===== config.mk =====
export PLATFORM = sky130hd
export DESIGN_NAME = odo_div
export DESIGN_NICKNAME = d
export VERILOG_FILES = /design/src/hw/rtl/odo_pkg.sv /design/src/hw/rtl/odo_div.sv
export SDC_FILE = /design/constraint.sdc
export NUM_CORES = 1
export LEC_CHECK = 0
export BUFFER_PORTS_ARGS = -buffer_cell sky130_fd_sc_hd__buf_2
export CAP_MARGIN = 30
export CORE_ASPECT_RATIO = 1.4
export CORE_MARGIN = 3
export CORE_UTILIZATION = 56
export DETAILED_ROUTE_END_ITERATION = 10
export PLACE_DENSITY = 0.8
export SYNTH_ARGS = -nofsm -noshare
export SYNTH_HDL_FRONTEND = slang
export SYNTH_SLANG_ARGS = --single-unit
export TNS_END_PERCENT = 5

===== constraint.sdc =====
create_clock -name clock -period 3.41 [get_ports clock]
set_input_delay 0.1705 -clock clock [delete_from_list [all_inputs] [get_ports clock]]
set_output_delay 0.1705 -clock clock [all_outputs]
set_load 0.05 [all_outputs]

===== src/hw/rtl/odo_pkg.sv =====
// Shared constants, types and functions of the odometry block.
`default_nettype none
package odo_pkg;

   localparam int TRIG_ITERATIONS_DEF = 24;
   localparam logic [31:0] WHEEL_BASE_RESET = 32'd32768;

   localparam logic CMD_UPDATE = 1'b0;
   localparam logic CMD_REPORT = 1'b1;

   localparam logic signed [33:0] TWO_PI_Q29  = 34'sd3373259426;
   localparam logic signed [33:0] PI_Q29      = 34'sd1686629713;
   localparam logic signed [33:0] HALF_PI_Q29 = 34'sd843314857;
   localparam logic signed [33:0] GAIN_Q30    = 34'sd652032874;
   localparam logic signed [33:0] ONE_Q30     = 34'sd1073741824;

   typedef struct packed {
      logic [47:0] odom_x;
      logic [47:0] odom_y;
      logic [31:0] quat_z;
      logic [31:0] quat_w;
      logic [31:0] linear_velocity;
      logic [31:0] angular_velocity;
      logic        zero_interval;
   } odo_rsp_type;

   // Arctangent of 2^-i in Q3.29; the tail is 2^(29-i).
   function automatic logic [31:0] atan_entry(input logic [4:0] i);
      logic [31:0] r;
      unique case (i)
         5'd0:    r = 32'd421657428;
         5'd1:    r = 32'd248918915;
         5'd2:    r = 32'd131521918;
         5'd3:    r = 32'd66762579;
         5'd4:    r = 32'd33510843;
         5'd5:    r = 32'd16771758;
         5'd6:    r = 32'd8387925;
         5'd7:    r = 32'd4194219;
         5'd8:    r = 32'd2097141;
         5'd9:    r = 32'd1048575;
         5'd10:   r = 32'd524288;
         5'd30,
         5'd31:   r = 32'd0;
         default: r = 32'd1 << (5'd29 - i);
      endcase
      return r;
   endfunction

   function automatic logic [47:0] sat48(input logic signed [48:0] v);
      logic [47:0] r;
      if (v > 49'sd140737488355327) begin
         r = 48'h7FFF_FFFF_FFFF;
      end else if (v < -49'sd140737488355328) begin
         r = 48'h8000_0000_0000;
      end else begin
         r = v[47:0];
      end
      return r;
   endfunction

endpackage
`default_nettype wire


===== src/hw/rtl/odo_div.sv =====
// Restoring divider, one quotient bit per cycle, 64-bit dividend by 48-bit divisor.
`default_nettype none
module odo_div
   import odo_pkg::*;
(
   input  wire logic        clock,
   input  wire logic        reset,
   input  wire logic        start,
   input  wire logic [63:0] dividend,
   input  wire logic [47:0] divisor,
   output logic             done,
   output logic [63:0]      quotient
);
   logic [63:0] num_ff, num_in;
   logic [47:0] rem_ff, rem_in;
   logic [47:0] den_ff, den_in;
   logic [6:0]  cnt_ff, cnt_in;
   logic        done_ff, done_in;
   logic [48:0] rem_sh;
   logic        ge;

   always_comb begin
      rem_sh  = {rem_ff, num_ff[63]};
      ge      = rem_sh >= {1'b0, den_ff};
      num_in  = num_ff;
      rem_in  = rem_ff;
      den_in  = den_ff;
      cnt_in  = cnt_ff;
      done_in = 1'b0;
      if (start) begin
         num_in = dividend;
         rem_in = '0;
         den_in = divisor;
         cnt_in = 7'd64;
      end else if (cnt_ff != 7'd0) begin
         rem_in  = ge ? 48'(rem_sh - {1'b0, den_ff}) : rem_sh[47:0];
         num_in  = {num_ff[62:0], ge};
         cnt_in  = cnt_ff - 7'd1;
         done_in = cnt_ff == 7'd1;
      end
   end

   always_ff @(posedge clock) begin
      num_ff <= num_in;
      rem_ff <= rem_in;
      den_ff <= den_in;
      if (reset) begin
         cnt_ff  <= '0;
         done_ff <= 1'b0;
      end else begin
         cnt_ff  <= cnt_in;
         done_ff <= done_in;
      end
   end

   assign done     = done_ff;
   assign quotient = num_ff;
endmodule
`default_nettype wire


### After elaboration in Yosys (flattened, before gate mapping)

Cells that the tools add are included.

* bits in registers: 168
* word-level logic and storage cells: 20

* add/subtract/negate cells: 2
* order comparisons: 1
* equal/unequal tests: 1
* mux-type cells: 5
* bitwise gates (word level): 1
* reductions and logical operators: 4

Operator list (count)
* $mux W64: 2
* $ge A49 B48 Y1: 1
* $mux W48: 1
* $sub A48 B48 Y48: 1
* $mux W7: 2
* $eq A7 B1 Y1 const B: 1
* $reduce_bool A7 Y1: 1
* $sub A7 B1 Y7 const B: 1
* $reduce_or A3 Y1: 1
* $reduce_bool A2 Y1: 1
* $reduce_or A2 Y1: 1
* $not A1 Y1: 1

### Longest topological paths before layout

* depth after elaboration: 3
* depth in mapped cells: 15

### Worst setup path before layout

Ideal clock, no wire load.

* kind: register to register
* from: register num_ff[63] (netlist: quotient[63])
* to: register rem_ff[46]
* library setup time: 0.086 ns
* arrival time: 3.320 ns
* required time: 3.324 ns
* slack: 0.005 ns
* stages on the path, launching flop included: 14
* path buffers: 0
* clock period less this slack: 3.405 ns
* cells stage by stage: edfxtp_1 > inv_1 > ha_1 > fa_1 > nor2b_1 > o21ai_1 > a21oi_2 > o211ai_1 > a2111oi_2 > a41oi_1 > o31ai_2 > mux2i_1 > o21ai_1 > a211oi_1

* cells in the longest elaborated chain, start to end: 2
* elaborated cells on any way between the ends: 3
* classes of those cells: add/sub: 1; order compare: 1; mux: 1

RTL lines
* start: declaration: line odo_div.sv:14 `logic [63:0] num_ff, num_in;`
* start signal: assignment: line odo_div.sv:44 `num_ff <= num_in;`
* $sub A48 B48 Y48 / $ge A49 B48 Y1 (equally long branches): line odo_div.sv:36, odo_div.sv:24
* $mux W48 (*): line odo_div.sv:36 `rem_in = ge ? 48'(rem_sh - {1'b0, den_ff}) : rem_sh[47:0];`
* end signal: assignment: line odo_div.sv:45 `rem_ff <= rem_in;`
* end: declaration: line odo_div.sv:15 `logic [47:0] rem_ff, rem_in;`

Mark *: on every way between the ends. The rest lies on a longest branch, timed or not.
A chain may end at the register's enable or synchronous reset.

### Worst setup path in the final report

* from: register den_ff[1]
* to: register rem_ff[39]

* cells in the longest elaborated chain, start to end: 2
* elaborated cells on any way between the ends: 3
* classes of those cells: add/sub: 1; order compare: 1; mux: 1

RTL lines
* start: declaration: line odo_div.sv:16 `logic [47:0] den_ff, den_in;`
* start signal: assignment: line odo_div.sv:46 `den_ff <= den_in;`
* $sub A48 B48 Y48 / $ge A49 B48 Y1 (equally long branches): line odo_div.sv:36, odo_div.sv:24
* $mux W48 (*): line odo_div.sv:36

Marks and branches as above.

==> flow_metrics.tcl <==
set metrics [dict create \
    outcome "complete, no violations" \
    stdcell_count 1376 \
    drc_errors 0 \
    grt_first_pass_wirelength_mm 39.33 \
    synth_fp_nets 1110 \
    areaGrowthSynthToFinish_pct 23.72 \
    yosysWarningCount 0 \
    worst_slew_pin_slew_ns 0.7999 \
    placed_cell_area_mm2 0.01063 \
    final_cell_area_mm2 0.01176 \
    synth_edf_count 112 \
    wl_per_cell_um 17.37 \
    r2r_start "den_ff[1]" \
    crit_path_max_incr_delay_ns 0.48 \
    vdd_ir_drop_max_v 0.0006199 \
    drive_gt1_frac 0.2625 \
    clk_pin_slew_worst_paths_ns 0.07 \
    setup_violations 0 \
    slew_viol_final 0 \
    multiInputGateArea_mm2 0.004623 \
    r2r_end "rem_ff[39]" \
    gp_congestion 0.9318 \
    cellLeakagePower_nw 5.129 \
    slew_headroom 0.4667 \
    r2r_setup_slack_ns 0.19 \
    fin_setup_tns_ns 0 \
    dr.pass1.iters 5 \
    antennaDiodeCount 0 \
    hold_depth 2 \
    avgViaCountPerCell 5.767 \
    clock_latency_ns 0.44 \
    grt_max_degree 90 \
    drt_iter0_drc 527 \
    start_util 0.5803 \
    rsz0062_at_grt "true" \
    synthArstFlopShare 0 \
    syn_area_mm2 0.009504 \
    seq_area_frac_synth 0.4718 \
    io_pins 180 \
    clock_path_buffers 2 \
    rows 55 \
    grt_pass1_vias 8238 \
    worst_setup_path_end_kind "register" \
    critPathLaunch "den_ff[1]" \
    synth_ff_type "edfxtp_1" \
    avgSynthCellArea_um2 10.07 \
    cts_root_buffer "clkbuf_16" \
    whs_endpoint "quotient[32]" \
    cp_cell_sequence "inv_1 -> ha_1 -> nor2b_1 -> o2111ai_1 -> a211oi_2 -> nor3_2 -> o31ai_4 -> a21boi_2 -> o41a_1 -> or3_1 -> mux2_2 -> nand3_1" \
    dp_cells 1293 \
    setup.worst_path.start_class "register" \
    fin_skew_ns 0.01230 \
    hold_viol_final 0 \
    fmax_mhz 310.6 \
    min_period_ns 3.220 \
    antenna_found_initial 0 \
    core_area_mm2 0.01638 \
    die_x_um 116.1 \
    htreeDepth 4 \
    min_period_over_period 0.9443 \
    dp_hpwl_mm 16.97 \
    routed_wl_mm 23.90 \
    netlist_instances 944 \
    maxCapViolations 0 \
    die_area_mm2 0.01859 \
    crit_arrival_ns 3.59 \
    cp_max_fo 5 \
    vias 7936 \
    track_usage 0.2638 \
    port_buffers 179 \
    timing.hold.ws_ns 0.02974 \
    clkSinkCount 168 \
    final_util 0.7180 \
    grt-ovfl-total 0 \
    seq_area_mm2 0.004484 \
    r2r_cells 12 \
    synth_cell_types 68 \
    hp-class "input port to register" \
    min_from "dividend[32]" \
    cts_buffers 17 \
    powerDensity_mw_per_mm2 889.5 \
    synth-seq-cells 168 \
    crit_path_top_delay_cell "o41a_1" \
    cts_tree "yes" \
    worstSetupPathType "register to register" \
    crit_required_ns 3.78 \
    die_y_um 160.1 \
    fillers 1214 \
    ant_nets 0 \
    nNetsFinal 1330 \
]
-- through the flow --
| step | setup slack, ns | total power, mW |
|---|---|---|
| after global routing | -0.01385 | 11.11 |
| after detailed placement | 0.003947 | 8.380 |
| after CTS | 0.04756 | 10.42 |
| after floorplan | 0.004611 | 7.143 |
| after global placement | 0.1514 | 8.279 |
| final | 0.1900 | 10.46 |
-- critical path: cells and delay by family, from the launching register on --
| family | cells | cell delay (ns) |
|---|---|---|
| flip-flops | 1 | 0.37 |
| buffers and inverters | 1 | 0.05 |
| AO/OA/AOI/OAI | 5 | 1.44 |
| adder cells (fa/ha/maj) | 1 | 0.28 |
| AND/OR/NAND/NOR | 4 | 0.76 |
| multiplexers | 1 | 0.27 |
-- layout make-up --
cell class / count / area share
Clock buffer: 18 / 0.03650
Clock inverter: 14 / 0.01373
Inverter: 70 / 0.02235
Multi-Input combinational cell: 662 / 0.3932
Sequential cell: 168 / 0.3814
Tap cell: 199 / 0.02117
Timing Repair Buffer: 245 / 0.1317
-- cell usage after synthesis (3+ instances only) --
library cell  number  area share
a31oi_1            7      0.0046
a21o_1            19       0.015
a211oi_1          15       0.012
nand2_1          106       0.042
nand4_1            8      0.0053
o21bai_1           9      0.0071
xor2_1            14       0.013
nor3_1             9      0.0047
o21ai_0           31       0.016
xnor2_1           30       0.028
nand2b_1           6      0.0039
nor2_1            68       0.027
a21oi_1           74       0.039
mux2_2            65       0.077
a311oi_1          23       0.021
or3_1              7      0.0046
edfxtp_1         112        0.35
and3_1             9      0.0059
dfxtp_1           56        0.12
clkbuf_1          32       0.013
nand3_1           23       0.012
inv_1             70       0.028
mux2i_1            8      0.0084
buf_2              7      0.0037
o211ai_1           5      0.0039
a22o_1             3      0.0028
nor2b_1            6      0.0039
ha_1              50       0.066
nor4_1             5      0.0033
buf_4              3      0.0024
and2_1             5      0.0033
o21ai_1           11      0.0058
-- what timing repair did --
item	in CTS	in global routing
buffers inserted	0	2
pin swaps	0	4
endpoints found under the hold margin	51	0
gates cloned	0	0
gates resized for setup	1	4
setup endpoints to repair	1	14
hold buffers	49	0
-- sequential cells by signal, summed over array words and instances, names as in the netlist --
name and cells:
cnt_ff 7, done 1, quotient 64, rem_ff 48, den_ff 48
-- layer usage --
layer,share of wire,vias up,GRT usage
li1,-,3878,-
met1,0.39,3713,0.3081
met2,0.51,287,0.4529
met3,0.076,58,0.07619
met4,0.027,0,0.09921
met5,0,-,0
-- layout by cell type, fill, tap and decap left out, types with 49 or more instances in the layout --
master	netlist	layout
edfxtp_1	112	112
ha_1	50	50
nor2_1	68	68
buf_2	7	178
inv_1	70	69
dfxtp_1	56	56
mux2_2	65	65
a21oi_1	74	74
nand2_1	106	105
dlygate4sd3_1	0	49
-- power by group --
part	total (mW)	leakage [nW]	switching, mW	internal, mW
registers	3.24	1.59	0.383	2.86
logic	5.25	3.25	3.44	1.81
clock network	1.96	0.283	0.863	1.10
total	10.5	5.13	4.69	5.77
-- kinds of logic after synthesis --
group | count (synthesis) | share of synthesized area
simple gates | 264 | 0.1257
compound gates | 230 | 0.1614
flops | 168 | 0.4718
buf+inv | 114 | 0.04713
mux | 73 | 0.08544
fa+ha+maj | 51 | 0.06793
xor+xnor | 44 | 0.04055
-- worst max path at each step --
stage	end	cells past startpoint
after detailed placement	rem_ff[46]	13
after global placement	rem_ff[46]	13
after floorplan	rem_ff[46]	13
final	rem_ff[39]	12
after CTS	rem_ff[46]	13
after global routing	rem_ff[42]	13
Note: power is estimated with default switching activity, not from simulation.
